[src/hdl/lesf_pkg.sv]
// ----------------------------------------------------------------------------
// lesf_pkg: shared types and constants of the largest empty square finder
// Field widths, register map, reset values and the per-cell flag group.
// ----------------------------------------------------------------------------
`default_nettype none

package lesf_pkg;

  // fixed field widths
  localparam int CHAR_W    = 8;
  localparam int SIZE_W    = 11;
  localparam int POS_W     = 10;
  localparam int DIM_W     = 11;

  // configuration port
  localparam int APB_DATA_W = 32;
  localparam int APB_ADDR_W = 4;

  // default geometry limits
  localparam int MAX_COLS_DEF = 1024;
  localparam int MAX_ROWS_DEF = 1024;

  // register reset values
  localparam int NUM_COLS_RST   = 1024;
  localparam int NUM_ROWS_RST   = 1024;
  localparam int EMPTY_CHAR_RST = 46;

  // register indexes (byte address / 4)
  typedef enum logic [1:0] {
    REG_NUM_COLS   = 2'd0,
    REG_NUM_ROWS   = 2'd1,
    REG_EMPTY_CHAR = 2'd2
  } reg_idx_t;

  // per-cell position and free flags from the scan counters
  typedef struct packed {
    logic bottom;
    logic rightmost;
    logic done;
    logic is_free;
  } cell_flags_t;

endpackage

`default_nettype wire

[src/hdl/lesf_cfg_regs.sv]
// ----------------------------------------------------------------------------
// lesf_cfg_regs: configuration registers
// APB-style register file for grid geometry and the empty character, with
// the clamped last column/row indexes used by the scan counters.
// ----------------------------------------------------------------------------
`default_nettype none

module lesf_cfg_regs #(
  parameter int MAX_COLS = lesf_pkg::MAX_COLS_DEF,
  parameter int MAX_ROWS = lesf_pkg::MAX_ROWS_DEF,
  parameter int CW       = 10,
  parameter int RW       = 10
) (
  input  wire logic                            clk,
  input  wire logic                            rst,
  input  wire logic                            psel,
  input  wire logic                            penable,
  input  wire logic                            pwrite,
  input  wire logic [lesf_pkg::APB_ADDR_W-1:0] paddr,
  input  wire logic [lesf_pkg::APB_DATA_W-1:0] pwdata,
  output logic      [lesf_pkg::APB_DATA_W-1:0] prdata,
  output logic                                 pready,
  output logic      [lesf_pkg::CHAR_W-1:0]     empty_char,
  output logic      [CW-1:0]                   last_col,
  output logic      [RW-1:0]                   last_row,
  output logic      [CW-1:0]                   last_col_next,
  output logic      [RW-1:0]                   last_row_next,
  output logic                                 restart
);

  logic [lesf_pkg::DIM_W-1:0] num_cols, num_cols_next;
  logic [lesf_pkg::DIM_W-1:0] num_rows, num_rows_next;
  logic [1:0]                 idx;
  logic                       wr;
  logic                       wr_cols, wr_rows, wr_char;

  // clamp to 1..MAX and return the last index
  function automatic logic [CW-1:0] col_last(input logic [lesf_pkg::DIM_W-1:0] v);
    if (v == '0) return '0;
    else if (32'(v) > 32'(MAX_COLS)) return CW'(MAX_COLS - 1);
    else return CW'(v - lesf_pkg::DIM_W'(1));
  endfunction

  function automatic logic [RW-1:0] row_last(input logic [lesf_pkg::DIM_W-1:0] v);
    if (v == '0) return '0;
    else if (32'(v) > 32'(MAX_ROWS)) return RW'(MAX_ROWS - 1);
    else return RW'(v - lesf_pkg::DIM_W'(1));
  endfunction

  assign pready = 1'b1;
  assign idx    = paddr[3:2];
  assign wr     = psel && penable && pwrite && pready;

  // write decode
  always_comb begin
    wr_cols = 1'b0;
    wr_rows = 1'b0;
    wr_char = 1'b0;
    case (idx)
      lesf_pkg::REG_NUM_COLS:   wr_cols = wr;
      lesf_pkg::REG_NUM_ROWS:   wr_rows = wr;
      lesf_pkg::REG_EMPTY_CHAR: wr_char = wr;
      default: ;
    endcase
  end

  assign num_cols_next = wr_cols ? pwdata[lesf_pkg::DIM_W-1:0] : num_cols;
  assign num_rows_next = wr_rows ? pwdata[lesf_pkg::DIM_W-1:0] : num_rows;

  always_ff @(posedge clk) begin
    if (rst) begin
      num_cols   <= lesf_pkg::DIM_W'(lesf_pkg::NUM_COLS_RST);
      num_rows   <= lesf_pkg::DIM_W'(lesf_pkg::NUM_ROWS_RST);
      empty_char <= lesf_pkg::CHAR_W'(lesf_pkg::EMPTY_CHAR_RST);
    end else begin
      num_cols <= num_cols_next;
      num_rows <= num_rows_next;
      if (wr_char) empty_char <= pwdata[lesf_pkg::CHAR_W-1:0];
    end
  end

  // geometry writes restart the scan
  assign restart       = wr_cols || wr_rows;
  assign last_col      = col_last(num_cols);
  assign last_row      = row_last(num_rows);
  assign last_col_next = col_last(num_cols_next);
  assign last_row_next = row_last(num_rows_next);

  // read mux
  always_comb begin
    prdata = '0;
    case (idx)
      lesf_pkg::REG_NUM_COLS:   prdata = lesf_pkg::APB_DATA_W'(num_cols);
      lesf_pkg::REG_NUM_ROWS:   prdata = lesf_pkg::APB_DATA_W'(num_rows);
      lesf_pkg::REG_EMPTY_CHAR: prdata = lesf_pkg::APB_DATA_W'(empty_char);
      default:                  prdata = '0;
    endcase
  end

endmodule

`default_nettype wire

[config.mk]
export PLATFORM = sky130hd
export DESIGN_NAME = lesf_cfg_regs
export DESIGN_NICKNAME = d
export VERILOG_FILES = /design/src/hdl/lesf_pkg.sv /design/src/hdl/lesf_cfg_regs.sv
export SDC_FILE = /design/constraint.sdc
export NUM_CORES = 1
export LEC_CHECK = 0
export ABC_AREA = 1
export BUFFER_PORTS_ARGS = -buffer_cell sky130_fd_sc_hd__buf_4
export CELL_PAD_IN_SITES_DETAIL_PLACEMENT = 2
export CELL_PAD_IN_SITES_GLOBAL_PLACEMENT = 2
export CORE_UTILIZATION = 24
export DETAILED_ROUTE_END_ITERATION = 10
export GPL_ROUTABILITY_DRIVEN = 0
export PLACE_DENSITY = 0.94
export SKIP_CTS_REPAIR_TIMING = 1
export SLEW_MARGIN = 20
export SYNTH_ARGS = -nofsm -noshare
export SYNTH_HDL_FRONTEND = slang
export SYNTH_SLANG_ARGS = --single-unit
export TNS_END_PERCENT = 100
[constraint.sdc]
create_clock -name clk -period 2.3 [get_ports clk]
set_clock_uncertainty 0.1 [all_clocks]
set_input_delay 0.23 -clock clk [delete_from_list [all_inputs] [get_ports clk]]
set_output_delay 0.23 -clock clk [all_outputs]
set_load 0.01 [all_outputs]
==> results.txt <==
----------------------------------------------------
[Route]
  Wire length per cell ... 24.0 um
  Total Routed Length ... 16900 um
  Post-route DRC violation count ... 0
  Antenna violation net count after detailed routing ... 0
  Avg Vias per Cell ... 5.29
  Via count ... 3730
  Total iterations of the first detailed-routing run ... 4
  1st-iter DRT viols ... 210

[Timing]
  Fin. Hold Viols ... 0
  Relative max-transition margin ... 63.3%
  Share of the cycle needed by the critical path after routing ... 112%
  Final critical-path required period ... 2.57 ns
  Max Slew Vio Count ... 0
  Max Freq ... 0.390 GHz
  Total of endpoints with negative setup slack in the final report ... 35
  Worst hold margin ... 0.117 ns
  Final worst slack ... -0.266 ns
  Slew at the pin closest to its max-slew limit ... 0.546 ns
  Setup repair after global routing missed its margin ... yes

[Synth]
  Synth top area share ... 22.3%
  Most used flip-flop cell after synthesis ... sky130_fd_sc_hd__dfxtp_1
  Number of flops mapped to enable cells by yosys ... 0
  Register area share after synthesis ... 22.3%
  Warnings from Yosys ... 0
  Count of different cell masters after synthesis ... 37
  Synthesized area ... 2700 um^2
  Asr flop ratio synth ... 0%
  Most numerous cell types in the synthesized netlist ... 111 x sky130_fd_sc_hd__nand2_1, 49 x sky130_fd_sc_hd__nor2_1, 46 x sky130_fd_sc_hd__inv_1, 30 x sky130_fd_sc_hd__dfxtp_1, 23 x sky130_fd_sc_hd__a21oi_1
  Most common cell in the synthesized netlist ... sky130_fd_sc_hd__nand2_1
  Gate count after technology mapping ... 424
  Top post-synthesis cells by area ... sky130_fd_sc_hd__dfxtp_1 22%, sky130_fd_sc_hd__nand2_1 15%, sky130_fd_sc_hd__nor2_1 6.8%, sky130_fd_sc_hd__inv_1 6.4%, sky130_fd_sc_hd__buf_4 6.1%
  Average cell area after synthesis ... 6.36 um^2
  Library cell with the largest summed area after synthesis ... sky130_fd_sc_hd__dfxtp_1
  Synthesis-stage register bit count ... 30

[Place]
  HPWL Detailed ... 9670 um
  Placed insts ... 658
  Count of buffers from port buffering ... 77

[Run]
  Max-capacitance violation count ... 0

[Critical path]
  Endpoint of the most critical register-to-register path ... num_cols[5]$_SDFF_PP0_
  Startpoint-to-endpoint class of the critical path ... flop to primary output
  Required time of the worst setup path ... 1.97 ns
  Register-to-Register Path Depth ... 4
  Slack of the worst reg-to-reg path ... 0.85 ns
  Worst setup EP type ... primary output
  Startpoint type of the worst setup path ... flop
  RR Startpoint ... num_cols[5]$_SDFF_PP0_
  Worst Path Arrival ... 2.24 ns
  Maximum fanout along the worst path ... 8

[Floorplanning]
  Height of the die ... 108 um
  Number of rows in the core area ... 38
  Area enclosed by the die boundary ... 11700 um^2
  Initial Utilization ... 24.8%
  Die Wd ... 108 um
  Boundary pin count ... 123
  Total core area ... 10900 um^2

[Power and ir drop]
  Total leakage power ... 2.19 nW
  Worst ir drop on vdd ... 0.000230 V
  Pwr per Cell Area ... 449 nW/um^2
  PnR Total Power ... 1.96 mW

[Final layout]
  Layout cells sized above 1 ... 45.5%
  Post-synthesis to final-layout area growth ... 62.0%
  Diode insertion count for antenna repair ... 0
  Util after Layout ... 40.1%
  Non-filler cells, final ... 705
  Final net count ... 609

[Hold path]
  Class of the most critical hold timing path ... primary input to flop
  Hold Path Depth ... 3
  Hold path endpoint ... empty_char[3]$_SDFFE_PP1P_
  Min-delay src ... pwdata[3]

[Clock network]
  Total number of H-tree levels ... 2
  Clock sinks ... 30
  TritonCTS buffer count ... 5
  Source-to-sink clock delay at the later pin of the worst-skew pair ... 0.28 ns
  Maximum clock path buffer count ... 2
  Reg clk slew, reported paths ... 0.09 ns
  Clock root buffer ... sky130_fd_sc_hd__clkbuf_8
  TritonCTS clock tree ... built

[Global routing]
  Number of global-route vias before repair ... 3568
  First-pass GRT wire length ... 18700 um
  Maximum number of pins on one net before global-route repair ... 22
  Number of antenna violations at the first check in global routing ... 0
  Overall overflow remaining after global route ... 0
  Global router's overall resource usage ... 21.1%

[Run status]
  Failing checks ... negative setup slack
  Result of the run ... complete, but fails checks

----------------------------------------------------
-- cell type report --
class                           instances  area (um^2)
Clock buffer                            7         76.3
Fill cell                            1288         6520
Inverter                               53          206
Multi-Input combinational cell        334         2130
Sequential cell                        30          613
Tap cell                              140          175
Timing Repair Buffer                  140         1160
Timing Repair inverter                  1         7.51
-- worst max-delay path, stage by stage, from the launching register on --
cell	delay, ns
sky130_fd_sc_hd__dfxtp_2	0.34
sky130_fd_sc_hd__inv_2	0.11
sky130_fd_sc_hd__ha_4	0.18
sky130_fd_sc_hd__nand2_4	0.06
sky130_fd_sc_hd__nor2_4	0.17
sky130_fd_sc_hd__nand3_4	0.13
sky130_fd_sc_hd__buf_6	0.15
sky130_fd_sc_hd__nor4_4	0.29
sky130_fd_sc_hd__buf_6	0.25
sky130_fd_sc_hd__a31oi_1	0.08
sky130_fd_sc_hd__buf_4	0.16
-- cells in the final DEF, fill, tap and decap left out, types with 4 or more instances in the layout --
| cell type | instances |
|---|---|
| sky130_fd_sc_hd__o211ai_1 | 5 |
| sky130_fd_sc_hd__o21ai_2 | 8 |
| sky130_fd_sc_hd__inv_2 | 12 |
| sky130_fd_sc_hd__nand2_4 | 11 |
| sky130_fd_sc_hd__nand2_1 | 98 |
| sky130_fd_sc_hd__a21oi_1 | 13 |
| sky130_fd_sc_hd__nand2_2 | 16 |
| sky130_fd_sc_hd__a21oi_2 | 7 |
| sky130_fd_sc_hd__nor2_4 | 13 |
| sky130_fd_sc_hd__conb_1 | 22 |
| sky130_fd_sc_hd__o21ai_0 | 9 |
| sky130_fd_sc_hd__dfxtp_1 | 26 |
| sky130_fd_sc_hd__clkbuf_8 | 5 |
| sky130_fd_sc_hd__nor2_2 | 9 |
| sky130_fd_sc_hd__buf_6 | 16 |
| sky130_fd_sc_hd__o221ai_1 | 6 |
| sky130_fd_sc_hd__nor2_1 | 40 |
| sky130_fd_sc_hd__nand3_1 | 17 |
| sky130_fd_sc_hd__nand3_2 | 4 |
| sky130_fd_sc_hd__o21ai_1 | 11 |
| sky130_fd_sc_hd__a31oi_1 | 4 |
| sky130_fd_sc_hd__xor2_1 | 5 |
| sky130_fd_sc_hd__inv_1 | 36 |
| sky130_fd_sc_hd__buf_4 | 119 |
-- worst max path at each step --
stage	endpoint	from
2_1_floorplan	last_row_next[9]	psel
3_3_place_gp	last_row_next[5]	paddr[3]
3_5_place_dp	last_row[2]	num_rows[0]$_SDFF_PP0_
4_1_cts	last_row[7]	num_rows[0]$_SDFF_PP0_
5_1_grt	last_row[2]	num_rows[1]$_SDFF_PP0_
6_report	last_row[2]	num_rows[1]$_SDFF_PP0_
-- report_power, final --
part / total, mW / switching (mW) / leakage (nW) / internal [mW]
sequential: 0.544 / 0.0163 / 0.246 / 0.527
combinational: 0.961 / 0.559 / 1.91 / 0.401
clock: 0.456 / 0.247 / 0.0383 / 0.210
-- logic make-up after synthesis --
logic type	share of synthesized area [%]
and+or+nand+nor	40.8
buffers and inverters	15.2
AOI/OAI and AO/OA	17.8
DFF	22.3
xor gates and xnor gates	2.27
adders and majority gates	1.39
other	0.279
-- stage by stage --
stage,setup WS (ns),TNS (ns),cell area [um^2]
floorplan,0.312,0,2770
global placement,0.0861,0,3500
detailed placement,-0.114,-0.738,3500
CTS,-0.469,-8.29,3580
global route,-0.346,-7.76,4370
finish,-0.266,-5.35,4370
-- flip-flops by register name, summed over array words and instances, names as in the netlist --
register / flops
num_cols: 11
num_rows: 11
empty_char: 8
-- metal layers --
layer | wire, um | up-vias | track usage (%)
li1 | - | 1603 | -
met1 | 6590 | 1851 | 24.9
met2 | 8500 | 207 | 37.9
met3 | 1020 | 69 | 3.38
met4 | 838 | 0 | 7.63
met5 | 0 | - | 0
Note: power is estimated with default switching activity, not from simulation.
