$ cat src/hdl/lesf_pkg.sv
// ----------------------------------------------------------------------------
// lesf_pkg: shared types and constants of the largest empty square finder
// Field widths, register map, reset values and the per-cell flag group.
// ----------------------------------------------------------------------------
`default_nettype none

package lesf_pkg;

  // fixed field widths
  localparam int CHAR_W    = 8;
  localparam int SIZE_W    = 11;
  localparam int POS_W     = 10;
  localparam int DIM_W     = 11;

  // configuration port
  localparam int APB_DATA_W = 32;
  localparam int APB_ADDR_W = 4;

  // default geometry limits
  localparam int MAX_COLS_DEF = 1024;
  localparam int MAX_ROWS_DEF = 1024;

  // register reset values
  localparam int NUM_COLS_RST   = 1024;
  localparam int NUM_ROWS_RST   = 1024;
  localparam int EMPTY_CHAR_RST = 46;

  // register indexes (byte address / 4)
  typedef enum logic [1:0] {
    REG_NUM_COLS   = 2'd0,
    REG_NUM_ROWS   = 2'd1,
    REG_EMPTY_CHAR = 2'd2
  } reg_idx_t;

  // per-cell position and free flags from the scan counters
  typedef struct packed {
    logic bottom;
    logic rightmost;
    logic done;
    logic is_free;
  } cell_flags_t;

endpackage

`default_nettype wire

$ cat src/hdl/lesf_cell_stage.sv
// ----------------------------------------------------------------------------
// lesf_cell_stage: cell register, size update and result register
// Computes 1 + min(below, right, diagonal) for a free cell, tracks the best
// square and holds the result beat until the receiver takes it.
// ----------------------------------------------------------------------------
`default_nettype none

module lesf_cell_stage #(
  parameter int CW = 10,
  parameter int RW = 10
) (
  input  wire logic                        clk,
  input  wire logic                        rst,
  input  wire logic                        accept,
  input  wire logic                        restart,
  input  wire logic [CW-1:0]               col_in,
  input  wire logic [RW-1:0]               row_in,
  input  wire lesf_pkg::cell_flags_t       flags_in,
  input  wire logic [lesf_pkg::SIZE_W-1:0] below_mem,
  input  wire logic                        out_stall,
  output logic                             in_stall,
  output logic                             wr_en,
  output logic      [CW-1:0]               wr_addr,
  output logic      [lesf_pkg::SIZE_W-1:0] wr_data,
  output logic                             out_valid,
  output logic      [lesf_pkg::SIZE_W-1:0] cell_size,
  output logic      [lesf_pkg::POS_W-1:0]  best_col,
  output logic      [lesf_pkg::POS_W-1:0]  best_row,
  output logic      [lesf_pkg::SIZE_W-1:0] best_size,
  output logic                             grid_done
);

  localparam int SW = lesf_pkg::SIZE_W;

  // cell register
  logic                  s1_valid;
  logic [CW-1:0]         s1_col;
  logic [RW-1:0]         s1_row;
  lesf_pkg::cell_flags_t s1_flags;

  // running state
  logic [SW-1:0] right_size, diag_size, best_sz;
  logic [CW-1:0] best_c;
  logic [RW-1:0] best_r;

  logic [SW-1:0] below, right, diag, m_br, m_all, size;
  logic          best_upd, fire;
  logic [SW-1:0] best_sz_new;
  logic [CW-1:0] best_c_new;
  logic [RW-1:0] best_r_new;

  // neighbours outside the grid count as zero
  always_comb begin
    below = s1_flags.bottom ? '0 : below_mem;
    right = s1_flags.rightmost ? '0 : right_size;
    diag  = (s1_flags.bottom || s1_flags.rightmost) ? '0 : diag_size;
    m_br  = (below < right) ? below : right;
    m_all = (m_br < diag) ? m_br : diag;
    size  = s1_flags.is_free ? m_all + SW'(1) : '0;
  end

  // best square; ties go to the later scanned cell
  always_comb begin
    best_upd    = (size != '0) && (size >= best_sz);
    best_sz_new = best_upd ? size : best_sz;
    best_c_new  = best_upd ? s1_col : best_c;
    best_r_new  = best_upd ? s1_row : best_r;
  end

  assign fire     = s1_valid && (!out_valid || !out_stall);
  assign in_stall = s1_valid && out_valid && out_stall;
  assign wr_en    = fire;
  assign wr_addr  = s1_col;
  assign wr_data  = size;

  // cell register
  always_ff @(posedge clk) begin
    if (rst) begin
      s1_valid <= 1'b0;
    end else if (accept) begin
      s1_valid <= 1'b1;
    end else if (fire) begin
      s1_valid <= 1'b0;
    end
  end

  always_ff @(posedge clk) begin
    if (accept) begin
      s1_col   <= col_in;
      s1_row   <= row_in;
      s1_flags <= flags_in;
    end
  end

  // running state update
  always_ff @(posedge clk) begin
    if (rst || restart) begin
      right_size <= '0;
      diag_size  <= '0;
      best_sz    <= '0;
      best_c     <= '0;
      best_r     <= '0;
    end else if (fire) begin
      if (s1_flags.done) begin
        right_size <= '0;
        diag_size  <= '0;
        best_sz    <= '0;
        best_c     <= '0;
        best_r     <= '0;
      end else begin
        if (s1_col == '0) begin
          right_size <= '0;
          diag_size  <= '0;
        end else begin
          right_size <= size;
          diag_size  <= below;
        end
        best_sz <= best_sz_new;
        best_c  <= best_c_new;
        best_r  <= best_r_new;
      end
    end
  end

  // result register
  always_ff @(posedge clk) begin
    if (rst) begin
      out_valid <= 1'b0;
    end else if (fire) begin
      out_valid <= 1'b1;
    end else if (!out_stall) begin
      out_valid <= 1'b0;
    end
  end

  always_ff @(posedge clk) begin
    if (fire) begin
      cell_size <= size;
      best_col  <= lesf_pkg::POS_W'(best_c_new);
      best_row  <= lesf_pkg::POS_W'(best_r_new);
      best_size <= best_sz_new;
      grid_done <= s1_flags.done;
    end
  end

endmodule

`default_nettype wire

$ cat config.mk
export PLATFORM = sky130hd
export DESIGN_NAME = lesf_cell_stage
export DESIGN_NICKNAME = d
export VERILOG_FILES = /design/src/hdl/lesf_pkg.sv /design/src/hdl/lesf_cell_stage.sv
export SDC_FILE = /design/constraint.sdc
export NUM_CORES = 1
export LEC_CHECK = 0
export BUFFER_PORTS_ARGS = -buffer_cell sky130_fd_sc_hd__buf_2
export CAP_MARGIN = 20
export CORE_MARGIN = 2
export CORE_UTILIZATION = 60
export CTS_CLUSTER_DIAMETER = 40
export DETAILED_ROUTE_END_ITERATION = 6
export HOLD_SLACK_MARGIN = 0.02
export PLACE_DENSITY_LB_ADDON = 0.25
export RECOVER_POWER = 25
export SLEW_MARGIN = 20
export SYNTH_ARGS = -nofsm -noshare
export SYNTH_HDL_FRONTEND = slang
export SYNTH_SLANG_ARGS = --single-unit
$ cat constraint.sdc
create_clock -name clk -period 16.7 [get_ports clk]
set_input_delay 3.34 -clock clk [delete_from_list [all_inputs] [get_ports clk]]
set_output_delay 3.34 -clock clk [all_outputs]
set_load 0.005 [all_outputs]
==> results.json, run 1 <==
{
  "status": "finished, violations left",
  "violations": "DRC, capacitance limit, slew limit",
  "slew_viol_final": 45,
  "worst_pin_slew_ns": 2.48,
  "clkTransAtPathRegs_ns": 0.06,
  "multi_input_area_um2": 2590,
  "avgSynthCellArea_um2": 11.2,
  "clock-sinks": 122,
  "root_buffer": "clkbuf_8",
  "cp_max_fo": 13,
  "postCtsSetupBuffers": 0,
  "period_minus_slack_ns": 12.70,
  "clockBufferDepth": 2,
  "synth_cells": 528,
  "powerDensity_nw_per_um2": 136,
  "p_sw_mw": 0.288,
  "nets": 707,
  "rsz0062_at_grt": "false",
  "htree_num_levels": 4,
  "ys_ff_latch": 122,
  "cap_violations": 1,
  "drive_above_1_share_pct": 27.2,
  "setup_viol": 0,
  "area.sequential_um2": 3110,
  "area_growth_pct": 21.1,
  "synth_area_leader_cell": "edfxtp_1",
  "synth-main-ff-cell": "edfxtp_1",
  "peakVddDrop_mv": 0.0875,
  "fp.dieH_um": 103,
  "grt_max_degree": 45,
  "drc": 6,
  "firstDrtPassIters": 7,
  "die_area_um2": 10600,
  "internal_power_mw": 0.685,
  "seq_area_frac_synth_pct": 52.9,
  "slew_headroom_pct": -65.3,
  "placed_cell_area_um2": 6530,
  "synth_area_leaders": "edfxtp_1 (34%), dfxtp_1 (19%), ha_1 (6.8%)",
  "fmax_ghz": 0.0788,
  "cts_resized": 0,
  "grt_pass1_wl_mm": 23.0,
  "nFillCells": 688,
  "clockPowerShare_pct": 38.6,
  "antenna_found_initial": 0,
  "dieWidth_um": 103,
  "async_flop_share_pct": 0,
  "wl_per_cell_um": 19.0,
  "cts_buffers": 17,
  "hold_violations": 0,
  "layout_commonest_cell": "buf_2",
  "r2r_slack_ns": 7.08,
  "fin_setup_tns_ns": 0,
  "switching_share_pct": 29.6,
  "initialDrtViolationCount": 280,
  "cts_tree": "built",
  "min_path_type": "reg -> reg",
  "synth-edff-count": 67,
  "coreArea_um2": 9640,
  "cp.arrival_ns": 9.36,
  "grt_pass1_vias": 4553,
  "grtUsageTotal_pct": 28.5,
  "start_kind": "input port",
  "stdcell_count": 781,
  "synthesis.nets": 600,
  "seqPwrFrac_pct": 37.0,
  "fin_crit_sh_pct": 76.0,
  "placed_cells_incl_taps": 749,
  "cp.required_ns": 13.36,
  "ys_types": 60,
  "vias_per_cell": 6.10,
  "postLayoutCoreUtil_pct": 74.0,
  "antennaDiodeCount": 0,
  "clock_latency_ns": 0.51,
  "start_util_pct": 61.1,
  "dpl.hpwl_mm": 10.1,
  "cp-end-kind": "primary output",
  "leakage_nw": 2.81,
  "finish.instance_area_um2": 7130,
  "via_count": 4763,
  "rows": 36,
  "synth-warning-count": 0,
  "critPathKind": "in -> out",
  "netlist.area_leader.share_pct": 34.2,
  "holdWs_ns": 0.471,
  "drt-total-wl_mm": 14.9,
  "drtAntennaViolNets": 0,
  "ios": 107,
  "place_congestion": 0.939,
  "place.port_buffers": 106,
  "grt_overflow_total": 0,
  "synthesis.area_um2": 5890,
  "clock_skew_ns": 0.00896,
  "layout_common_cells": "buf_2 (104), edfxtp_1 (67), dfxtp_1 (55)",
  "power_frac_comb_pct": 24.4,
  "postCtsHoldBufs": 0
}
layout make-up:
class,count,area share (%)
repair buffers,113,8.04
clock inverters,14,2.61
multi-input cells,363,36.4
flip-flops and latches,122,43.7
well taps,133,2.33
clock buffers,18,6.00
inverters,18,0.948
synth_stat cells (3+ instances only):
| library cell | instances |
|---|---|
| a211o_1 | 3 |
| a21o_1 | 3 |
| a21oi_1 | 14 |
| a222oi_1 | 3 |
| a22o_1 | 30 |
| a22oi_1 | 23 |
| and2_1 | 3 |
| and3_1 | 5 |
| buf_2 | 7 |
| buf_6 | 4 |
| clkbuf_1 | 13 |
| dfxtp_1 | 55 |
| edfxtp_1 | 67 |
| ha_1 | 32 |
| inv_1 | 18 |
| mux2_2 | 23 |
| nand2_1 | 47 |
| nand2b_1 | 17 |
| nand3_1 | 5 |
| nand4_1 | 9 |
| nor2_1 | 37 |
| nor2b_1 | 12 |
| nor3_1 | 6 |
| nor4_1 | 4 |
| o211ai_1 | 3 |
| o21a_1 | 7 |
| o21ai_0 | 30 |
| o221ai_1 | 3 |
| or3_1 | 3 |
| xnor2_1 | 5 |
path summary, 6_finish.rpt:
path / start / to / cells past startpoint
setup reg to reg: s1_flags[3] / best_r[7] / 30
setup / recovery: below_mem[8] / wr_data[6] / 23
hold / removal: best_c[2] / best_c[2] / 1
hold reg to reg: best_c[2] / best_c[2] / 1
stage by stage:
step | power [mW] | setup WS [ns]
finish | 0.972 | 4.00
global route | 1.02 | 3.54
CTS | 0.973 | 4.14
detailed placement | 0.597 | 4.14
global placement | 0.592 | 4.17
floorplan | 0.539 | 5.25
critical path, stage by stage:
cell	delay, ns
buf_2	0.07
nor2b_1	0.31
ha_1	0.32
a211o_1	0.26
o211ai_1	0.14
o21ai_0	0.26
nor2_1	0.59
buf_4	0.30
o21ai_0	0.12
ha_1	0.32
nand4_1	0.19
a2111oi_2	0.55
o21ai_0	0.29
a21oi_1	0.24
nor3_2	0.13
o21ai_0	0.18
ha_1	0.28
inv_1	0.07
nor4_1	0.34
xnor2_1	0.18
o21ai_1	0.08
a21oi_1	0.55
buf_2	0.22
flip-flops by register name, indices dropped and copies added, names as in the netlist:
| register | cells |
|---|---|
| out_valid | 1 |
| best_sz | 11 |
| best_size | 11 |
| grid_done | 1 |
| s1_row | 10 |
| best_col | 10 |
| s1_valid | 1 |
| cell_size | 11 |
| wr_addr | 10 |
| best_row | 10 |
| s1_flags | 4 |
| best_c | 10 |
| best_r | 10 |
| diag_size | 11 |
| right_size | 11 |
power by group through the flow:
stage	Combinational (mW)	Clock [mW]	Sequential (mW)
global route	0.260	0.394	0.362
global placement	0.228	0	0.364
CTS	0.235	0.379	0.359
finish	0.237	0.375	0.360
floorplan	0.175	0	0.364
detailed placement	0.232	0	0.365
cell families after synthesis:
group	count (synthesis)	synth area share, %
buffers and inverters	43	3.40
AND/OR/NAND/NOR	158	13.4
AO/OA/AOI/OAI	143	18.1
XOR/XNOR	6	0.892
multiplexers	24	4.57
adder cells (fa/ha/maj)	32	6.80
flip-flops	122	52.9
per-layer routing:
metal / global-route usage [%] / up-vias / share of wire [%]
met3: 7.32 / 22 / 7.9
li1: - / 2213 / -
met2: 47.8 / 220 / 50
met4: 9.01 / 0 / 1.3
met1: 36.4 / 2308 / 41
met5: 0 / - / 0
(Power assumes the default switching activity.)
==> inputs of run 2 (changes only) <==
--- a/config.mk
+++ b/config.mk
@@ -8,7 +8,7 @@
 export BUFFER_PORTS_ARGS = -buffer_cell sky130_fd_sc_hd__buf_2
 export CAP_MARGIN = 20
 export CORE_MARGIN = 2
-export CORE_UTILIZATION = 60
+export CORE_UTILIZATION = 50
 export CTS_CLUSTER_DIAMETER = 40
 export DETAILED_ROUTE_END_ITERATION = 6
 export HOLD_SLACK_MARGIN = 0.02
==> constraint.sdc (replaced) <==
create_clock -name clk -period 10.8 [get_ports clk]
set_input_delay 2.16 -clock clk [delete_from_list [all_inputs] [get_ports clk]]
set_output_delay 2.16 -clock clk [all_outputs]
set_load 0.005 [all_outputs]
==> run 2 against run 1 <==
Compared with the run above:
- the run now ends clean
- cell count increased by 2.3%
- die area increased by 19%
- utilization decreased by 11 points
- sequential power increased by 54%
- final area increased by 0.88%
- wire length increased by 4.2%
- largest cell class unchanged
==> results.json, run 2 (synthesis results as in run 1) <==
{
  "clockBufferDepth": 2,
  "worst_pin_slew_ns": 1.41,
  "drc": 0,
  "cp.required_ns": 8.64,
  "holdPathStages": 1,
  "min_from": "best_sz[3]",
  "nets": 715,
  "r2r-end": "best_r[1]",
  "power_mw": 1.50,
  "postCtsHoldBufs": 0,
  "dpl.hpwl_mm": 10.5,
  "ios": 107,
  "dieWidth_um": 113,
  "layout_common_cells": "buf_2 (97), edfxtp_1 (67), dfxtp_1 (55)",
  "grtUsageTotal_pct": 24.8,
  "clock-sinks": 122,
  "min_to": "best_sz[3]",
  "cp-end-kind": "primary output",
  "htree_num_levels": 4,
  "hold_violations": 0,
  "vias_per_cell": 5.88,
  "r2r_start": "s1_flags[3]",
  "fmax_ghz": 0.100,
  "cts_resized": 0,
  "drive_above_1_share_pct": 27.1,
  "place_congestion": 0.937,
  "die_area_um2": 12700,
  "cts_tree": "built",
  "critPathBufInv": 4,
  "cp_max_fo": 24,
  "postCtsSetupBuffers": 0,
  "cpLargestDelayFamily": "simple AND/OR/NAND/NOR gates",
  "slew_viol_final": 0,
  "grt_overflow_total": 0,
  "wl_per_cell_um": 19.4,
  "antennaDiodeCount": 0,
  "critPathKind": "in -> out",
  "fin_crit_sh_pct": 92.6,
  "path_cells": "buf_2 -> nor2b_1 -> ha_1 -> a211o_1 -> a21oi_1 -> o21ai_0 -> nor2_1 -> buf_4 -> nand2_1 -> o21ai_0 -> ha_1 -> nand4_1 -> o21bai_1 -> or3_1 -> nor3_2 -> nand2_1 -> o21ai_0 -> ha_1 -> inv_1 -> nor4_1 -> xnor2_1 -> o21ai_1 -> a21oi_1 -> buf_2",
  "critPathMaxStageDelay_ns": 0.57,
  "grt_pass1_wl_mm": 24.3,
  "drt-total-wl_mm": 15.5,
  "root_buffer": "clkbuf_16",
  "grt_max_degree": 45,
  "clkTransAtPathRegs_ns": 0.05,
  "firstDrtPassIters": 5,
  "reg2regPathDepth": 32,
  "initialDrtViolationCount": 384,
  "slew_headroom_pct": 6.08,
  "powerDensity_nw_per_um2": 209,
  "leakage_nw": 2.83,
  "via_count": 4697,
  "grt_pass1_vias": 4498,
  "setup_viol": 0,
  "rsz0062_at_grt": "false",
  "clock_skew_ns": 0.0121,
  "clock_latency_ns": 0.42,
  "coreArea_um2": 11500,
  "cts_buffers": 17,
  "cp_slowest_cell": "nor3_2",
  "layout_commonest_cell": "buf_2",
  "min_path_type": "reg -> reg",
  "period_minus_slack_ns": 10.00,
  "start_kind": "input port",
  "status": "completed",
  "drtAntennaViolNets": 0,
  "fin_setup_tns_ns": 0,
  "cp.arrival_ns": 7.84,
  "peakVddDrop_mv": 0.156,
  "cp.depth": 24,
  "fp.dieH_um": 113,
  "r2r_slack_ns": 2.28,
  "antenna_found_initial": 0,
  "start_util_pct": 51.4,
  "area_growth_pct": 22.1,
  "place.port_buffers": 106,
  "rows": 39,
  "cap_violations": 0
}
[run 2: changes by cell type in the layout (fill, tap and decap cells not counted), sizes merged]
| cell | change |
|---|---|
| buf | +3 |
| bufinv | -1 |
| clkbuf | +9 |
| clkinvlp | +1 |
| inv | -4 |
[run 2: worst max path at each step]
| stage | from | end | slack [ns] |
|---|---|---|---|
| after floorplan | below_mem[4] | best_col[0] | 1.70 |
| after global placement | below_mem[4] | wr_data[6] | 1.03 |
| after detailed placement | below_mem[4] | wr_data[6] | 0.95 |
| after CTS | below_mem[4] | wr_data[6] | 0.94 |
| after global routing | below_mem[4] | wr_data[6] | 0.33 |
| final | below_mem[4] | wr_data[6] | 0.80 |
[run 2: worst reg2reg max path: cells and delay by family, from the launching register on]
kind	cells	cell delay, ns
flip-flops	1	0.61
AO/OA/AOI/OAI	18	4.23
adder cells (fa/ha/maj)	4	1.28
buffers and inverters	2	0.63
AND/OR/NAND/NOR	8	1.69
[run 2: per-stage QoR]
step | cells | util (%) | hold WS, ns | instance area [um2] | setup slack (ns)
3_3_place_gp | 767 | 57.5 | 0.452 | 6600 | 1.03
5_1_grt | 799 | 62.7 | 0.484 | 7190 | 0.334
6_report | 799 | 62.7 | 0.468 | 7190 | 0.798
3_5_place_dp | 767 | 57.5 | 0.455 | 6600 | 0.952
2_1_floorplan | 528 | - | 0.438 | 5890 | 1.70
4_1_cts | 799 | 62.8 | 0.475 | 7200 | 0.940
[run 2: power by group]
part	internal, mW	leakage (nW)	switching, mW
combinational	0.162	1.45	0.213
sequential	0.539	1.09	0.0163
clock	0.365	0.289	0.207
[run 2: final cells by class]
cell class / instances / area, um2
fillers: 922 / 4280
inverters: 18 / 67.6
well taps: 143 / 179
clock buffers: 22 / 485
repair buffers: 121 / 632
clock inverters: 10 / 115
flip-flops and latches: 122 / 3110
multi-input cells: 363 / 2600
[run 2: routing by layer]
layer  wire [um]  track usage, %  up-vias
met5           0               0        -
met4         238            8.29        0
met3         945            5.78       20
met2        7380            40.0      196
met1        6940            33.2     2257
li1            -               -     2224
