File: config.mk
export PLATFORM = sky130hd
export DESIGN_NAME = lesf_scan
export DESIGN_NICKNAME = d
export VERILOG_FILES = /design/src/hdl/lesf_pkg.sv /design/src/hdl/lesf_scan.sv
export SDC_FILE = /design/constraint.sdc
export NUM_CORES = 1
export LEC_CHECK = 0
export ABC_AREA = 1
export BUFFER_PORTS_ARGS = -buffer_cell sky130_fd_sc_hd__buf_2
export CAP_MARGIN = 0
export CORE_MARGIN = 4
export CORE_UTILIZATION = 48
export DETAILED_ROUTE_END_ITERATION = 8
export PLACE_DENSITY = 0.85
export SYNTH_ARGS = -nofsm -noshare
export SYNTH_HDL_FRONTEND = slang
export SYNTH_SLANG_ARGS = --single-unit
File: constraint.sdc
create_clock -name clk -period 2.1 [get_ports clk]
set_input_delay 0.42 -clock clk [delete_from_list [all_inputs] [get_ports clk]]
set_output_delay 0.42 -clock clk [all_outputs]
set_load 0.01 [all_outputs]
File: src/hdl/lesf_pkg.sv
// ----------------------------------------------------------------------------
// lesf_pkg: shared types and constants of the largest empty square finder
// Field widths, register map, reset values and the per-cell flag group.
// ----------------------------------------------------------------------------
`default_nettype none

package lesf_pkg;

  // fixed field widths
  localparam int CHAR_W    = 8;
  localparam int SIZE_W    = 11;
  localparam int POS_W     = 10;
  localparam int DIM_W     = 11;

  // configuration port
  localparam int APB_DATA_W = 32;
  localparam int APB_ADDR_W = 4;

  // default geometry limits
  localparam int MAX_COLS_DEF = 1024;
  localparam int MAX_ROWS_DEF = 1024;

  // register reset values
  localparam int NUM_COLS_RST   = 1024;
  localparam int NUM_ROWS_RST   = 1024;
  localparam int EMPTY_CHAR_RST = 46;

  // register indexes (byte address / 4)
  typedef enum logic [1:0] {
    REG_NUM_COLS   = 2'd0,
    REG_NUM_ROWS   = 2'd1,
    REG_EMPTY_CHAR = 2'd2
  } reg_idx_t;

  // per-cell position and free flags from the scan counters
  typedef struct packed {
    logic bottom;
    logic rightmost;
    logic done;
    logic is_free;
  } cell_flags_t;

endpackage

`default_nettype wire

File: src/hdl/lesf_scan.sv
// ----------------------------------------------------------------------------
// lesf_scan: reverse raster scan counters
// Tracks the column and row of the next cell and derives its edge and free flags.
// ----------------------------------------------------------------------------
`default_nettype none

module lesf_scan #(
  parameter int MAX_COLS = lesf_pkg::MAX_COLS_DEF,
  parameter int MAX_ROWS = lesf_pkg::MAX_ROWS_DEF,
  parameter int CW       = 10,
  parameter int RW       = 10
) (
  input  wire logic                        clk,
  input  wire logic                        rst,
  input  wire logic                        accept,
  input  wire logic                        restart,
  input  wire logic [CW-1:0]               last_col,
  input  wire logic [RW-1:0]               last_row,
  input  wire logic [CW-1:0]               last_col_next,
  input  wire logic [RW-1:0]               last_row_next,
  input  wire logic [lesf_pkg::CHAR_W-1:0] empty_char,
  input  wire logic [lesf_pkg::CHAR_W-1:0] cell_char,
  output logic      [CW-1:0]               col,
  output logic      [RW-1:0]               row,
  output lesf_pkg::cell_flags_t            flags
);

  localparam int RST_LAST_COL =
    (lesf_pkg::NUM_COLS_RST > MAX_COLS ? MAX_COLS : lesf_pkg::NUM_COLS_RST) - 1;
  localparam int RST_LAST_ROW =
    (lesf_pkg::NUM_ROWS_RST > MAX_ROWS ? MAX_ROWS : lesf_pkg::NUM_ROWS_RST) - 1;

  // flags of the cell under the counters
  always_comb begin
    flags.bottom    = (row == last_row);
    flags.rightmost = (col == last_col);
    flags.done      = (col == '0) && (row == '0);
    flags.is_free   = (cell_char == empty_char);
  end

  // step right to left, then up one row; wrap after the top-left cell
  always_ff @(posedge clk) begin
    if (rst) begin
      col <= CW'(RST_LAST_COL);
      row <= RW'(RST_LAST_ROW);
    end else if (restart) begin
      col <= last_col_next;
      row <= last_row_next;
    end else if (accept) begin
      if (flags.done) begin
        col <= last_col;
        row <= last_row;
      end else if (col == '0) begin
        col <= last_col;
        row <= row - RW'(1);
      end else begin
        col <= col - CW'(1);
      end
    end
  end

endmodule

`default_nettype wire

==> metrics, run 1 <==
run status=finished, final reports clean; Synth cell types=31; WP data arrival=1.56 ns; Die Wd=about 72 um; largest net degree at the start of global routing=31; share of cells above drive strength 1=0.308; mapped cell area=slightly below 2000 sq um; gr ovfl total=0; Leak Pwr=1.35 nW; # Max-Cap Violations=0; Post-synth top flop=dfxtp_1; first-pass GRT wire length=between 9000 and 10000 um; clock buffer depth=2; area grow syn2layout=28.6%; fin worst setup slack=0.115 ns; num rows=22; worst hold path type=in -> reg; Net Count, Synth=381; post-route ant nets=0; core area=3800 sq um; Ys Warns=0; antenna violations before repair=0; Final setup viols=0; crit path kind=reg -> out; WL/cell=12.9 um; H-tree depth=1; asr flop ratio synth=0; post-route setup TNS=0 ns; post-synth top area share=0.205; worst skew pair latency=0.27 ns; initial DRC count=160; root buffer cell=clkbuf_8; WP buf/inv=4; Synth area leader=dfxtp_1; buffers added on ports=83; CTS tree=done; syn avg cell area=about 6 sq um; GRT Total Usage=0.225; Via density=~5.3; top post-synthesis cells by area=dfxtp_1 21%, nand2_1 15%, nand3_1 10%; CTS Buf Count=3; vias=2404; I/O pin count=84; Fin. Hold Viols=0; Pins Over Slew Limit=0; Cell Pwr Density=between 400 and 500 nW/um^2; pre-CTS setup slack=~0.27 ns; number of synthesized flops with an enable pin=0; CP endpoint kind=primary output; Least-Margin Pin Slew=about 0.34 ns; synth cell count leaders=80 x nand2_1, 40 x nand3_1, 36 x inv_1; top-count cell post-synth=nand2_1; Worst Reg-to-Reg Cells=13; DP HPWL=between 4000 and 5000 um; clk slew on worst S/H paths=roughly 0.080 ns; Die Height=71.8 um; Worst Clk Skew=0.00695 ns; final wirelength=5870 um; Final Wtd Congestion=0.917; Worst path most repeated cell=inv_1; router iterations before antenna repair=4; ANT cells=0; DRC errors left=0; number of global-route vias before repair=2297; Sink Count=20; Largest stage delay, worst path=0.37 ns; min cycle time layout=1.98 ns; Peak supply drop=between 0.2 and 0.25 mV; worst path cell trace=inv_1 > ha_1 > inv_1 > nor2_1 > nand2_2 > nor2_4 > nand2_8 > inv_1 > buf_2; critical path depth=9; Final nets=470; Die Area=5150 sq um; Slowest-stage cell, CP=dfxtp_1; startpoint types=flop; Synth Instances=319; Top Family by Delay on Critical Path=simple AND/OR/NAND/NOR gates; crit path max fanout=10; worst hold stages=3; crit share post-route=0.945; Fmax=roughly 0.50 GHz; Initial Util=0.514; Final Power=1.08 mW; Synth Register Bits=20; Worst Path Required=around 1.7 ns; register area share after synthesis=0.205; Rel. slew slack=0.773
sequential cells by signal, summed over array words and instances (netlist names):
signal / flops
row: 10
col: 10
placed cells by master (no fill, tap or decap):
cell / netlist / final
nand2_2: 5 / 6
xnor2_1: 19 / 19
ha_4: 0 / 1
o211ai_1: 4 / 4
clkinv_2: 1 / 1
nor2_8: 1 / 1
nand2_4: 2 / 1
inv_1: 36 / 33
buf_4: 1 / 9
buf_2: 0 / 83
a221oi_1: 9 / 9
nand2_1: 80 / 79
o21ai_0: 16 / 16
o21a_1: 1 / 1
a21oi_4: 1 / 1
xor2_1: 6 / 6
o21ai_1: 2 / 2
clkbuf_8: 0 / 3
dfxtp_2: 0 / 2
or2_2: 5 / 5
nor2_1: 34 / 34
nand3_1: 40 / 40
nor2_2: 3 / 2
clkinv_1: 1 / 1
nor2_4: 1 / 2
a21oi_1: 5 / 5
a31oi_1: 2 / 2
ha_1: 2 / 1
inv_2: 4 / 6
inv_4: 0 / 1
nor3_1: 3 / 3
dfxtp_1: 20 / 18
nand4_1: 8 / 8
nand2_8: 0 / 1
logic make-up (layout without fill, tap and decap cells):
family,Yosys count,in the layout,share of synthesized area
AOI/OAI and AO/OA,40,40,0.133
adders and majority gates,2,2,0.0128
DFF,20,20,0.205
xor gates and xnor gates,25,25,0.112
buffers and inverters,50,137,0.112
and+or+nand+nor,182,182,0.424
routing by layer:
metal	part of all wire	wire, um	track usage	up-vias
li1	-	-	-	1214
met1	0.42	2480	0.287	1065
met2	0.46	2720	0.384	108
met3	0.087	511	0.0323	17
met4	0.027	159	0.0835	0
met5	0	0	0	-
stage by stage:
stage          hold slack, ns  cells  area [sq um]  utilization
4_1_cts                 0.382    449          2450        0.645
5_1_grt                 0.395    454          2510        0.661
3_3_place_gp            0.499    446          2400        0.631
2_1_floorplan           0.537    319          1950            -
6_report                0.377    454          2510        0.661
3_5_place_dp            0.513    446          2400        0.631
repair_timing:
item                                    4_1_cts  5_1_grt
hold buffers                                  0        0
gates resized for setup                       2        9
endpoints found under the setup margin        1        1
pin swaps                                     0        3
setup buffers                                 0        5
final cells by class:
| class | instances | area (sq um) |
|---|---|---|
| Fill cell | 361 | 1290 |
| Sequential cell | 20 | 403 |
| Tap cell | 48 | 60.1 |
| Multi-Input combinational cell | 249 | 1360 |
| Clock buffer | 3 | 41.3 |
| Inverter | 42 | 161 |
| Timing Repair Buffer | 92 | 483 |
worst register-to-register path, delay by kind of cell, from the launching register on:
family / cells / cell delay, ns
simple gates: 8 / 0.80
fa+ha+maj: 1 / 0.15
buf+inv: 4 / 0.37
flops: 1 / 0.35
final timing paths:
kind / from / to / slack (ns)
max: row[1]$_SDFFE_PP1P_ / flags[1] / 0.12
min: last_col_next[8] / col[8]$_SDFFE_PP1P_ / 0.38
max reg2reg: col[0]$_SDFFE_PP1P_ / row[9]$_SDFFE_PP1P_ / 0.32
min reg2reg: col[4]$_SDFFE_PP1P_ / col[4]$_SDFFE_PP1P_ / 0.53
power by group:
part / switching, mW / internal (mW)
Clock: 0.141 / 0.128
Combinational: 0.192 / 0.164
Sequential: 0.0459 / 0.410
(Power assumes the default switching activity.)
==> run 2: changes to the inputs <==
- ABC_AREA: 1 -> default
- CORE_UTILIZATION: 48 -> 46
- PLACE_DENSITY: 0.85 -> 0.84
==> metrics, run 2 <==
Worst Path Required=1.68 ns; post-synth top area share=0.232; Synth Instances=213; root buffer cell=clkbuf_8; Final nets=382; Fmax=0.456 GHz; Sink Count=20; number of synthesized flops with an enable pin=0; Worst path most repeated cell=inv_2; RSZ-0062 raised after global routing=yes; crit path kind=reg -> out; Die Area=4790 sq um; CTS Hold Bufs=0; largest net degree at the start of global routing=25; # fillers=277; area grow syn2layout=43.9%; pre-CTS setup slack=-0.00352 ns; Via density=between 5 and 6; Worst R2R End=col[7]$_SDFFE_PP1P_; Post-DP Area=2300 sq um; fin worst setup slack=-0.0931 ns; Synth Register Bits=20; antenna violations before repair=0; Net Count, Synth=approximately 280; first-pass GRT wire length=between 9000 and 10000 um; WP data arrival=1.77 ns; worst path cell trace=inv_2 > ha_4 > or4b_4 > nor3_2 > buf_4 > nand2_2 > inv_2 > buf_6; Ys Warns=0; final wirelength=6350 um; clock buffer depth=2; Leak Pwr=1.09 nW; top post-synthesis cells by area=dfxtp_1 23%, xnor2_1 12%, xor2_1 5.6%; Worst Reg-to-Reg Cells=9; # Max-Cap Violations=0; Fin. Hold Viols=0; share of cells above drive strength 1=0.451; ANT cells=0; worst hold stages=2; worst skew pair latency=0.27 ns; Die Height=69.2 um; CTS tree=done; hold_sp=last_col_next[9]; commonest non-fill, non-tap cells in the layout=82 x buf_2, 32 x buf_4, 24 x xnor2_1; Initial Util=0.497; router iterations before antenna repair=5; Final Wtd Congestion=0.990; Die Wd=between 60 and 70 um; Worst Hold Path EP=col[9]$_SDFFE_PP1P_; Final setup viols=6; buffers added on ports=83; Largest stage delay, worst path=0.47 ns; CP endpoint kind=primary output; vias=roughly 2.2k; asr flop ratio synth=0; Placed Cells incl. Taps=~350; CTS Buf Count=3; Final Power=1.13 mW; DRC errors left=0; commonest non-fill, non-tap cell in the layout=buf_2; FF-to-FF Start=col[1]$_SDFFE_PP1P_; Finished Core Util=0.715; I/O pin count=84; worst hold path type=in -> reg; post-route setup TNS=-0.224 ns; post-route ant nets=0; synth cell count leaders=24 x xnor2_1, 20 x dfxtp_1, 13 x nor2_1; failing checks=setup timing; run status=complete, but fails checks; Cell Count, Final, Fillers Out=365; DP HPWL=around 4300 um; top-count cell post-synth=xnor2_1; crit path max fanout=2; design area=2480 sq um; biggest regs=col (10), row (10); Pins Over Slew Limit=0; Cell Pwr Density=about 460 nW/um^2; initial DRC count=292; core area=about 3500 sq um; gr ovfl total=0; Synth area leader=dfxtp_1; Least-Margin Pin Slew=approximately 0.50 ns; Peak supply drop=between 0.2 and 0.3 mV; GRT Total Usage=0.236; register area share after synthesis=0.232; clk slew on worst S/H paths=roughly 0.090 ns; min cycle time layout=2.19 ns; Worst Clk Skew=0.00452 ns; mapped cell area=1720 sq um; Slowest-stage cell, CP=or4b_4; num rows=21; H-tree depth=1; Post-synth top flop=dfxtp_1; syn avg cell area=8.09 sq um; number of global-route vias before repair=around 2.0k; WL/cell=17.4 um; R2R Setup Slk=-0.06 ns; startpoint types=flop; Synth cell types=52; crit share post-route=1.04; final hold slack=between 0.3 and 0.4 ns; Rel. slew slack=0.665
-- run 2: cell count changes in the layout (fill, tap and decap cells not counted), moves of 6 or more --
cell | previous run | this run
nand2_1 | 79 | 6
nand3_1 | 40 | 3
inv_1 | 33 | 8
buf_4 | 9 | 32
nor2_1 | 34 | 12
o21ai_0 | 16 | 8
a21oi_1 | 5 | 11
a221oi_1 | 9 | 3
a31oi_1 | 2 | 8
-- run 2: kinds of logic after synthesis --
group                      share of synthesized area
AOI/OAI and AO/OA                              0.273
xor gates and xnor gates                       0.178
adders and majority gates                     0.0145
buffers and inverters                         0.0741
DFF                                            0.232
muxes                                         0.0116
and+or+nand+nor                                0.216
-- run 2: how the worst max path moves through the flow --
stage                        start                   to  slack, ns
2_1_floorplan  col[0]$_SDFFE_PP1P_  col[5]$_SDFFE_PP1P_       0.04
3_3_place_gp   col[1]$_SDFFE_PP1P_  col[5]$_SDFFE_PP1P_       0.07
3_5_place_dp   col[0]$_SDFFE_PP1P_  row[3]$_SDFFE_PP1P_     -0.004
4_1_cts        col[1]$_SDFFE_PP1P_             flags[1]      -0.05
5_1_grt        row[7]$_SDFFE_PP1P_             flags[1]      -0.17
6_report       col[1]$_SDFFE_PP1P_             flags[1]      -0.09
-- run 2: where the power goes --
group / switching, mW / total [mW] / leakage [nW] / internal [mW]
combinational: 0.193 / 0.371 / 0.897 / 0.178
clock: 0.151 / 0.318 / 0.0288 / 0.168
sequential: 0.0336 / 0.441 / 0.166 / 0.407
total: 0.377 / 1.13 / 1.09 / 0.752
-- run 2: final cells by class --
class	instances	area, sq um	share of cell area
Sequential cell	20	403	0.163
Tap cell	46	57.6	0.0232
Timing Repair Buffer	115	662	0.267
Inverter	12	45.0	0.0182
Clock buffer	4	55.1	0.0222
Multi-Input combinational cell	168	1260	0.507
-- run 2: repair_timing --
item                       4_1_cts  5_1_grt
pin swaps                        5        9
setup endpoints to repair        3       10
setup buffers                    9        0
gates resized for setup          9        9
-- run 2: worst max-delay path: cells and delay by family (launching register included) --
family	cells	cell delay (ns)
adders and majority gates	1	0.14
buffers and inverters	4	0.38
DFF	1	0.33
and+or+nand+nor	3	0.65
-- run 2: per-layer routing --
metal  GRT usage  wire [um]  up-vias
met2       0.399       3030      141
met5           0          0        -
met4      0.0933        250        0
met3      0.0420        615       28
met1       0.296       2460     1007
li1            -          -     1011
==> run 3: changes to the inputs <==
- CORE_UTILIZATION: 46 -> 30
- PLACE_DENSITY: 0.84 -> 0.6
- SETUP_SLACK_MARGIN: default -> 0.5
==> metrics, run 3 (same netlist as run 2, synthesis figures left out) <==
run status=complete, but fails checks; failing checks=setup timing; area grow syn2layout=74.0%; Die Wd=between 80 and 90 um; Worst path most repeated cell=buf_6; DR top layer=met4; worst skew pair latency=around 0.27 ns; Fin. Hold Viols=0; antenna violations before repair=0; Final Wtd Congestion=0.816; WP data arrival=1.81 ns; Final nets=399; post-route ant nets=0; GRT Total Usage=0.171; worst hold path type=in -> reg; H-tree depth=1; Post-DP Area=about 2400 sq um; DP HPWL=4400 um; R2R Setup Slk=-0.04 ns; startpoint types=flop; ANT cells=0; Die Height=83.8 um; design area=~3000 sq um; Largest stage delay, worst path=between 0.4 and 0.5 ns; initial DRC count=95; CP endpoint kind=primary output; worst path cell trace=inv_2 > ha_4 > or4b_4 > nor3_4 > buf_6 > nand2_4 > inv_4 > buf_6; WP buf/inv=4; M1 WL=2650 um; Die Area=7020 sq um; num rows=27; crit share post-route=1.06; min cycle time layout=between 2 and 2.5 ns; DRC errors left=0; Final setup viols=3; Cell Pwr Density=417 nW/um^2; Worst Path Required=1.68 ns; final wirelength=6500 um; Final Power=~1.3 mW; crit path kind=reg -> out; Initial Util=0.311; commonest non-fill, non-tap cell in the layout=buf_2; Fmax=0.449 GHz; Finished Core Util=0.541; routed wl met3=464 um; I/O pin count=84; Sink Count=20; Rel. slew slack=0.628; gr ovfl total=0; Pins Over Slew Limit=0; fin worst setup slack=-0.128 ns; CTS Hold Bufs=0; Peak supply drop=about 0.27 mV; buffers added on ports=83; number of global-route vias before repair=2101; Top Family by Delay on Critical Path=simple AND/OR/NAND/NOR gates; clk slew on worst S/H paths=0.09 ns; routed wl met2=3300 um; biggest regs=col (10), row (10); commonest non-fill, non-tap cells in the layout=82 x buf_2, 33 x buf_4, 16 x buf_6; combinational fraction of design power=0.355; CTS tree=done; # Max-Cap Violations=0; root buffer cell=clkbuf_8; post-route setup TNS=-0.176 ns; Worst Clk Skew=0.00713 ns; register share of total power=0.358; share of cells above drive strength 1=0.610; Least-Margin Pin Slew=0.558 ns; vias=2134; WL/cell=about 16 um; core area=5540 sq um; RSZ-0062 raised after global routing=yes; clock buffer depth=2; router iterations before antenna repair=4; Slowest-stage cell, CP=or4b_4; P_sw=0.407 mW; Via density=5.23; largest net degree at the start of global routing=24; CTS Buf Count=3; Leak Pwr=1.32 nW; internal power=~0.84 mW; first-pass GRT wire length=10000 um; crit path max fanout=2; clock power share=0.287; switching fraction of total power=0.326
## run 3: cell count changes in the layout (fill, tap and decap cells not counted), moves of 3 or more
cell / before / now
buf_6: 1 / 16
dfxtp_1: 18 / 4
xnor2_1: 24 / 15
dfxtp_2: 2 / 10
xnor2_2: 0 / 8
dfxtp_4: 0 / 6
o21ai_0: 8 / 2
o21ai_1: 4 / 8
a221oi_1: 3 / 0
a221oi_2: 2 / 5
## run 3: power groups by stage
stage,Sequential [mW],Clock [mW],Combinational [mW]
after floorplan,0.467,0,0.172
after global placement,0.447,0,0.346
after detailed placement,0.448,0,0.349
after CTS,0.443,0.362,0.397
after global routing,0.451,0.384,0.481
final,0.447,0.359,0.444
## run 3: layout make-up
cell class                 count  area, sq um
clock buffer                   4         66.3
fill                         526         2540
inverter                      12         50.0
multi-input combinational    168         1500
sequential                    20          435
tap                           72         90.1
timing repair buffer         132          858
## run 3: worst paths after layout
check	from	endpoint	cells past startpoint
min	last_col_next[9]	col[9]$_SDFFE_PP1P_	2
max	col[0]$_SDFFE_PP1P_	flags[1]	8
max reg2reg	col[0]$_SDFFE_PP1P_	col[5]$_SDFFE_PP1P_	8
min reg2reg	row[7]$_SDFFE_PP1P_	row[7]$_SDFFE_PP1P_	2
## run 3: metrics by stage
step,setup WS (ns),cells,hold WS (ns)
after floorplan,0.112,213,0.519
after global placement,-0.0178,378,0.535
after detailed placement,-0.0617,378,0.535
after CTS,-0.126,397,0.360
after global routing,-0.214,408,0.361
final,-0.128,408,0.356
## run 3: routing by layer
layer	vias to the layer above	global-route usage
met5	-	0
met4	0	0.0629
met1	999	0.211
li1	1046	-
met3	8	0.0316
met2	81	0.295
## run 3: timing repair
item                       CTS  global route
setup buffers               15            11
gates resized for setup     43            42
setup endpoints to repair   23            23
pin swaps                   19            20
